`config.mk`:
```
export PLATFORM = sky130hd
export DESIGN_NAME = binary_to_decimal_ascii_flat
export DESIGN_NICKNAME = d
export VERILOG_FILES = /design/src/hw/rtl/b2da_pkg.sv /design/src/hw/rtl/b2da_if.sv /design/src/hw/rtl/b2da_ctrl.sv /design/src/hw/rtl/b2da_dpath.sv /design/src/hw/rtl/binary_to_decimal_ascii.sv /design/src/flat_wrapper.sv
export SDC_FILE = /design/constraint.sdc
export NUM_CORES = 1
export LEC_CHECK = 0
export ABC_CLOCK_PERIOD_IN_PS = 2600
export BUFFER_PORTS_ARGS = -buffer_cell sky130_fd_sc_hd__buf_2
export CAP_MARGIN = 15
export CELL_PAD_IN_SITES_DETAIL_PLACEMENT = 1
export CELL_PAD_IN_SITES_GLOBAL_PLACEMENT = 2
export CORE_ASPECT_RATIO = 1.25
export CORE_MARGIN = 5
export CORE_UTILIZATION = 39
export DETAILED_ROUTE_END_ITERATION = 8
export PLACE_DENSITY_LB_ADDON = 0.12
export SYNTH_ARGS = -nofsm -noshare
export SYNTH_HDL_FRONTEND = slang
export SYNTH_HIERARCHICAL = 1
export SYNTH_SLANG_ARGS = --single-unit
```
`constraint.sdc`:
```
create_clock -name clk -period 2.6 [get_ports clk]
set_input_delay 0.13 -clock clk [delete_from_list [all_inputs] [get_ports clk]]
set_output_delay 0.13 -clock clk [all_outputs]
set_load 0.005 [all_outputs]
```
`src/hw/rtl/b2da_pkg.sv`:
```
`timescale 1ns / 1ps
// ----------------------------------------------------------------------------
// b2da_pkg
// shared widths, constants and control types of the binary to decimal text
// converter
// ----------------------------------------------------------------------------
package b2da_pkg;

  localparam int VALUE_BITS  = 32;
  localparam int IN_BITS     = 32;
  localparam int CHAR_BITS   = 6;
  localparam int NUM_DIGITS  = (VALUE_BITS * 1233) / 4096 + 1;
  localparam int BCD_BITS    = NUM_DIGITS * 4;
  localparam int BITCNT_BITS = (VALUE_BITS > 1) ? $clog2(VALUE_BITS) : 1;
  localparam int REM_BITS    = $clog2(NUM_DIGITS + 1);

  localparam logic [CHAR_BITS-1:0] ASCII_ZERO = CHAR_BITS'(48);
  localparam logic [3:0]           ADJ_LIMIT  = 4'd5;
  localparam logic [3:0]           ADJ_ADD    = 4'd3;

  typedef enum logic [1:0] {
    ST_IDLE,
    ST_CONV,
    ST_SKIP,
    ST_SEND
  } b2da_state_t;

  typedef struct packed {
    logic load;
    logic step;
    logic shift;
  } b2da_cmd_t;

  typedef struct packed {
    logic bit_last;
    logic top_zero;
    logic rem_one;
  } b2da_sts_t;

endpackage

```
`src/hw/rtl/b2da_if.sv`:
```
`timescale 1ns / 1ps
// ----------------------------------------------------------------------------
// b2da_if
// handshake channels: binary number in, decimal characters out
// ----------------------------------------------------------------------------
interface b2da_num_if
  import b2da_pkg::*;
  ();
  logic               valid;
  logic               ready;
  logic [IN_BITS-1:0] value;

  modport source (output valid, output value, input ready);
  modport sink   (input valid, input value, output ready);
endinterface

interface b2da_char_if
  import b2da_pkg::*;
  ();
  logic                 valid;
  logic                 ready;
  logic [CHAR_BITS-1:0] digit_char;
  logic                 last_digit;

  modport source (output valid, output digit_char, output last_digit, input ready);
  modport sink   (input valid, input digit_char, input last_digit, output ready);
endinterface

```
`src/hw/rtl/b2da_ctrl.sv`:
```
`timescale 1ns / 1ps
// ----------------------------------------------------------------------------
// b2da_ctrl
// sequencer: load, shift-add-3 steps, leading zero skip, digit send
// ----------------------------------------------------------------------------
module b2da_ctrl
  import b2da_pkg::*;
(
  input  logic      clk,
  input  logic      rst,
  input  logic      in_valid,
  output logic      in_ready,
  output logic      out_valid,
  input  logic      out_ready,
  output b2da_cmd_t cmd,
  input  b2da_sts_t sts
);

  b2da_state_t state, state_next;

  always_ff @(posedge clk) begin
    if (rst) begin
      state <= ST_IDLE;
    end else begin
      state <= state_next;
    end
  end

  always_comb begin
    state_next = state;
    cmd        = '0;
    in_ready   = 1'b0;
    out_valid  = 1'b0;
    unique case (state)
      ST_IDLE: begin
        in_ready = 1'b1;
        if (in_valid) begin
          cmd.load   = 1'b1;
          state_next = ST_CONV;
        end
      end
      ST_CONV: begin
        cmd.step = 1'b1;
        if (sts.bit_last) begin
          state_next = ST_SKIP;
        end
      end
      ST_SKIP: begin
        if (sts.top_zero && !sts.rem_one) begin
          cmd.shift = 1'b1;
        end else begin
          state_next = ST_SEND;
        end
      end
      ST_SEND: begin
        out_valid = 1'b1;
        if (out_ready) begin
          cmd.shift = 1'b1;
          if (sts.rem_one) begin
            state_next = ST_IDLE;
          end
        end
      end
      default: state_next = ST_IDLE;
    endcase
  end

endmodule

```
`src/hw/rtl/b2da_dpath.sv`:
```
`timescale 1ns / 1ps
// ----------------------------------------------------------------------------
// b2da_dpath
// binary shift register, bcd digit register with add-3 correction, counters
// ----------------------------------------------------------------------------
module b2da_dpath
  import b2da_pkg::*;
(
  input  logic                 clk,
  input  logic [IN_BITS-1:0]   value,
  input  b2da_cmd_t            cmd,
  output b2da_sts_t            sts,
  output logic [CHAR_BITS-1:0] digit_char,
  output logic                 last_digit
);

  logic [VALUE_BITS-1:0]  bin;
  logic [BCD_BITS-1:0]    bcd;
  logic [BCD_BITS-1:0]    bcd_adj;
  logic [BITCNT_BITS-1:0] bitcnt;
  logic [REM_BITS-1:0]    rem;
  logic [3:0]             top;

  always_comb begin
    for (int i = 0; i < NUM_DIGITS; i++) begin
      if (bcd[i*4 +: 4] >= ADJ_LIMIT) begin
        bcd_adj[i*4 +: 4] = bcd[i*4 +: 4] + ADJ_ADD;
      end else begin
        bcd_adj[i*4 +: 4] = bcd[i*4 +: 4];
      end
    end
  end

  always_ff @(posedge clk) begin
    if (cmd.load) begin
      bin    <= VALUE_BITS'(value);
      bcd    <= '0;
      bitcnt <= BITCNT_BITS'(VALUE_BITS - 1);
      rem    <= REM_BITS'(NUM_DIGITS);
    end else if (cmd.step) begin
      bin    <= bin << 1;
      bcd    <= {bcd_adj[BCD_BITS-2:0], bin[VALUE_BITS-1]};
      bitcnt <= bitcnt - 1'b1;
    end else if (cmd.shift) begin
      bcd <= bcd << 4;
      rem <= rem - 1'b1;
    end
  end

  assign top          = bcd[BCD_BITS-1 -: 4];
  assign sts.bit_last = (bitcnt == '0);
  assign sts.top_zero = (top == 4'd0);
  assign sts.rem_one  = (rem == REM_BITS'(1));
  assign digit_char   = ASCII_ZERO + CHAR_BITS'(top);
  assign last_digit   = sts.rem_one;

endmodule

```
`src/hw/rtl/binary_to_decimal_ascii.sv`:
```
`timescale 1ns / 1ps
// ----------------------------------------------------------------------------
// binary_to_decimal_ascii
// unsigned binary number to decimal ascii digits, most significant first
// ----------------------------------------------------------------------------
// One number is taken at a time. After the input beat the shift-add-3 datapath
// runs one step per cycle, a step for each of the VALUE_BITS input bits, then
// drops leading zero digits at one per cycle (up to 9) before it finds the first
// digit, then sends each digit as one output beat, the final digit flagged by
// last_digit; a zero gives a single '0'. The conversion is one bit-serial loop.
// The next number is accepted once the last digit beat has been taken.
module binary_to_decimal_ascii
  import b2da_pkg::*;
(
  input  logic        clk,
  input  logic        rst,
  b2da_num_if.sink    number,
  b2da_char_if.source text
);

  b2da_cmd_t cmd;
  b2da_sts_t sts;

  b2da_ctrl u_ctrl (
    .clk       (clk),
    .rst       (rst),
    .in_valid  (number.valid),
    .in_ready  (number.ready),
    .out_valid (text.valid),
    .out_ready (text.ready),
    .cmd       (cmd),
    .sts       (sts)
  );

  b2da_dpath u_dpath (
    .clk        (clk),
    .value      (number.value),
    .cmd        (cmd),
    .sts        (sts),
    .digit_char (text.digit_char),
    .last_digit (text.last_digit)
  );

endmodule

```
`src/flat_wrapper.sv`:
```
// flat-port wrapper written by rule: the top's interface ports become plain ports
module binary_to_decimal_ascii_flat import b2da_pkg::*;
  (clk, rst, number_valid, number_value, number_ready, text_valid, text_digit_char, text_last_digit, text_ready);
  b2da_num_if number_i ();
  b2da_char_if text_i ();
  input  logic clk;
  input  logic rst;
  input wire logic [$bits(number_i.valid)-1:0] number_valid;
  input wire logic [$bits(number_i.value)-1:0] number_value;
  output wire logic [$bits(number_i.ready)-1:0] number_ready;
  output wire logic [$bits(text_i.valid)-1:0] text_valid;
  output wire logic [$bits(text_i.digit_char)-1:0] text_digit_char;
  output wire logic [$bits(text_i.last_digit)-1:0] text_last_digit;
  input wire logic [$bits(text_i.ready)-1:0] text_ready;
  assign number_i.valid = number_valid;
  assign number_i.value = number_value;
  assign number_ready = number_i.ready;
  assign text_valid = text_i.valid;
  assign text_digit_char = text_i.digit_char;
  assign text_last_digit = text_i.last_digit;
  assign text_i.ready = text_ready;
  binary_to_decimal_ascii u_core (.clk(clk), .rst(rst), .number(number_i), .text(text_i));
endmodule
```
==> run metrics <==
hold_buf cts 0; area post-placement 5290 um2; synth top area cells dfxtp_1 21%, edfxtp_1 19%, mux2_2 9.0%, ha_1 7.0%, a2111o_1 4.5%; number of placed I/O pins 45; Crit. End Element flop; Yosys cell types 44; WP data arrival 2.50 ns; cell with the most instances after synthesis dfxtp_1; Max FO, Critical Path 24; status finished, final reports clean; Critical R2R Capture u_core/u_dpath/bcd[31]; DP HPWL 8630 um; largest net degree at the start of global routing 29; port buffer count 42; period utilization 0.883; Die Width 111 um; EDFF count, synth 32; Sw Share 0.400; CP Class flop to flop; fill count 1436; dpl ws 0.330 ns; FF-to-FF Start u_core/u_dpath/bcd[36]; remaining global-route overflow 0; CORE AREA 12600 um2; mapped cell area 4980 um2; Die Outline Area 15100 um2; Post-Syn Instances 485; Seq. cell area 1980 um2; Synth Warn # 6; Worst slew margin 0.603; commonest cells in the synthesized netlist 51 x dfxtp_1, 40 x mux2_2, 39 x nand2_1; ant diodes 0; Hold Startpoint number_value[20]; vias in the first global route 4077; Worst R2R Setup Slack 0.30 ns; CTS tree done; clock power share 0.188; antenna viol nets, final 0; worst-margin pin slew 0.593 ns; final hold viol count 0; Worst Hold Class input port to flop; Setup Viol. Count Final 0; biggest area consumer among synthesized cells dfxtp_1; Async SR Flop Fraction 0; Pint 0.00393 W; NumNets Final 581; Worst Setup SP u_core/u_dpath/bcd[36]; Setup Skew 0.0101 ns; post_cts resized 0; fin crit period 2.30 ns; htree depth 3; final hold slack 0.0940 ns; global placer's final weighted congestion 0.801; ys flop type dfxtp_1; Row Count 46; Yosys top cell area share 0.205; Vias/cell 5.46; Comb power frac 0.426; leakage 1.98 nW; RSZ-0062 raised after global routing false; # placed instances 674; initial core utilization 0.395; clk sinks 83; share of layout cells above drive strength 1 0.241; worst r2r path cells 9; Seq cells post-synth 83; Avg Cell Area, Syn 10.3 um2; register area share after synthesis 0.398; Req. time, crit path 2.80 ns; Final Max Tran Viols 0; Worst-Skew Late Latency 0.34 ns; Total Neg Setup Slack 0 ns; Reg power frac 0.386; Post-Route WL 11900 um; clock tree buffer depth 2; Worst setup SP type flop; CTS buffer count 9; DRC 0; multi-input logic area 2620 um2; final instance area 5570 um2; global-route wire length before repair 20400 um; P_sw 0.00262 W; initial antenna violation count 0; detailed router's first-iteration violation count 114; Pwr per Cell Area 1170 nW/um2; DR pass1 iterations 4; fmax 0.436 GHz; vias 3770; Worst-path clk slew 0.07 ns; max-cap viol count 0; GRT Total Usage 0.165; Final WS setup 0.304 ns; Area Growth Syn to Fin 11.9%; post-CTS setup buffer count 0; Worst IR Drop VDD 0.374 mV; die height 136 um; Finished Layout Cells 690; end point of the critical path u_core/u_dpath/bcd[31]; Root Buffer clkbuf_16; DR WL/cell 17.3 um
routing by layer:
layer	wire length (um)	part of all wire	track usage
met1	5150	0.43	0.193
met2	6410	0.54	0.309
met3	262	0.022	0.0303
met4	96	0.0081	0.0446
met5	0	0	0
layout by cell type (no fill, tap or decap), drive strengths merged, types with 20 or more instances in the layout:
cell type,Yosys,routed
a2111o,20,20
a21oi,24,24
buf,37,61
dfxtp,51,51
edfxtp,32,32
ha,28,28
inv,29,32
mux2,40,40
mux2i,20,20
nand2,39,39
nand2b,20,20
o21ai,25,25
power groups by stage:
stage,combinational (W),sequential [W],clock [W]
detailed placement,0.00282,0.00257,0
global route,0.00313,0.00262,0.00133
finish,0.00279,0.00253,0.00123
CTS,0.00285,0.00254,0.00128
floorplan,0.00230,0.00231,0
global placement,0.00275,0.00255,0
state kept, by name (all words and copies together), names as in the netlist:
signal	cells
u_core/u_ctrl/state	2
u_core/u_dpath/bcd	40
u_core/u_dpath/bin	32
u_core/u_dpath/bitcnt	5
u_core/u_dpath/rem	4
worst max-delay path, cell delays in order (launching register included):
cell and delay (ns):
dfxtp_1 0.35, inv_1 0.08, ha_1 0.21, nor3b_1 0.21, nand3b_1 0.14, nand2_2 0.47
buf_4 0.28, nor2b_1 0.06, a211oi_1 0.26, a211oi_1 0.09
how the worst min path moves through the flow:
stage,to,slack [ns],depth (start not counted)
2_1_floorplan,u_core/u_ctrl/state[0],0.31,2
3_3_place_gp,u_core/u_dpath/bin[27],0.43,2
3_5_place_dp,u_core/u_dpath/bin[0],0.43,2
4_1_cts,u_core/u_dpath/bin[0],0.07,2
5_1_grt,u_core/u_dpath/bin[0],0.08,2
6_report,u_core/u_dpath/bin[20],0.09,2
kinds of logic after synthesis:
family / after synthesis / share of synthesized area
muxes: 60 / 0.131
adders and majority gates: 28 / 0.0704
DFF: 83 / 0.398
xor gates and xnor gates: 4 / 0.00704
and+or+nand+nor: 122 / 0.144
buffers and inverters: 70 / 0.0779
other: 1 / 0.000753
AOI/OAI and AO/OA: 117 / 0.171
cell type report:
class                           count  area share
Sequential cell                    83       0.356
Clock buffer                        9      0.0404
Inverter                           29      0.0195
Timing Repair Buffer               61      0.0656
Clock inverter                      7      0.0106
Multi-Input combinational cell    333       0.470
Tap cell                          168      0.0377
through the flow:
stage                     utilization  power (W)
after floorplan                     -    0.00461
after global routing            0.442    0.00708
final                           0.442    0.00654
after detailed placement        0.419    0.00539
after global placement          0.419    0.00529
after CTS                       0.442    0.00667
(Power assumes the default switching activity.)
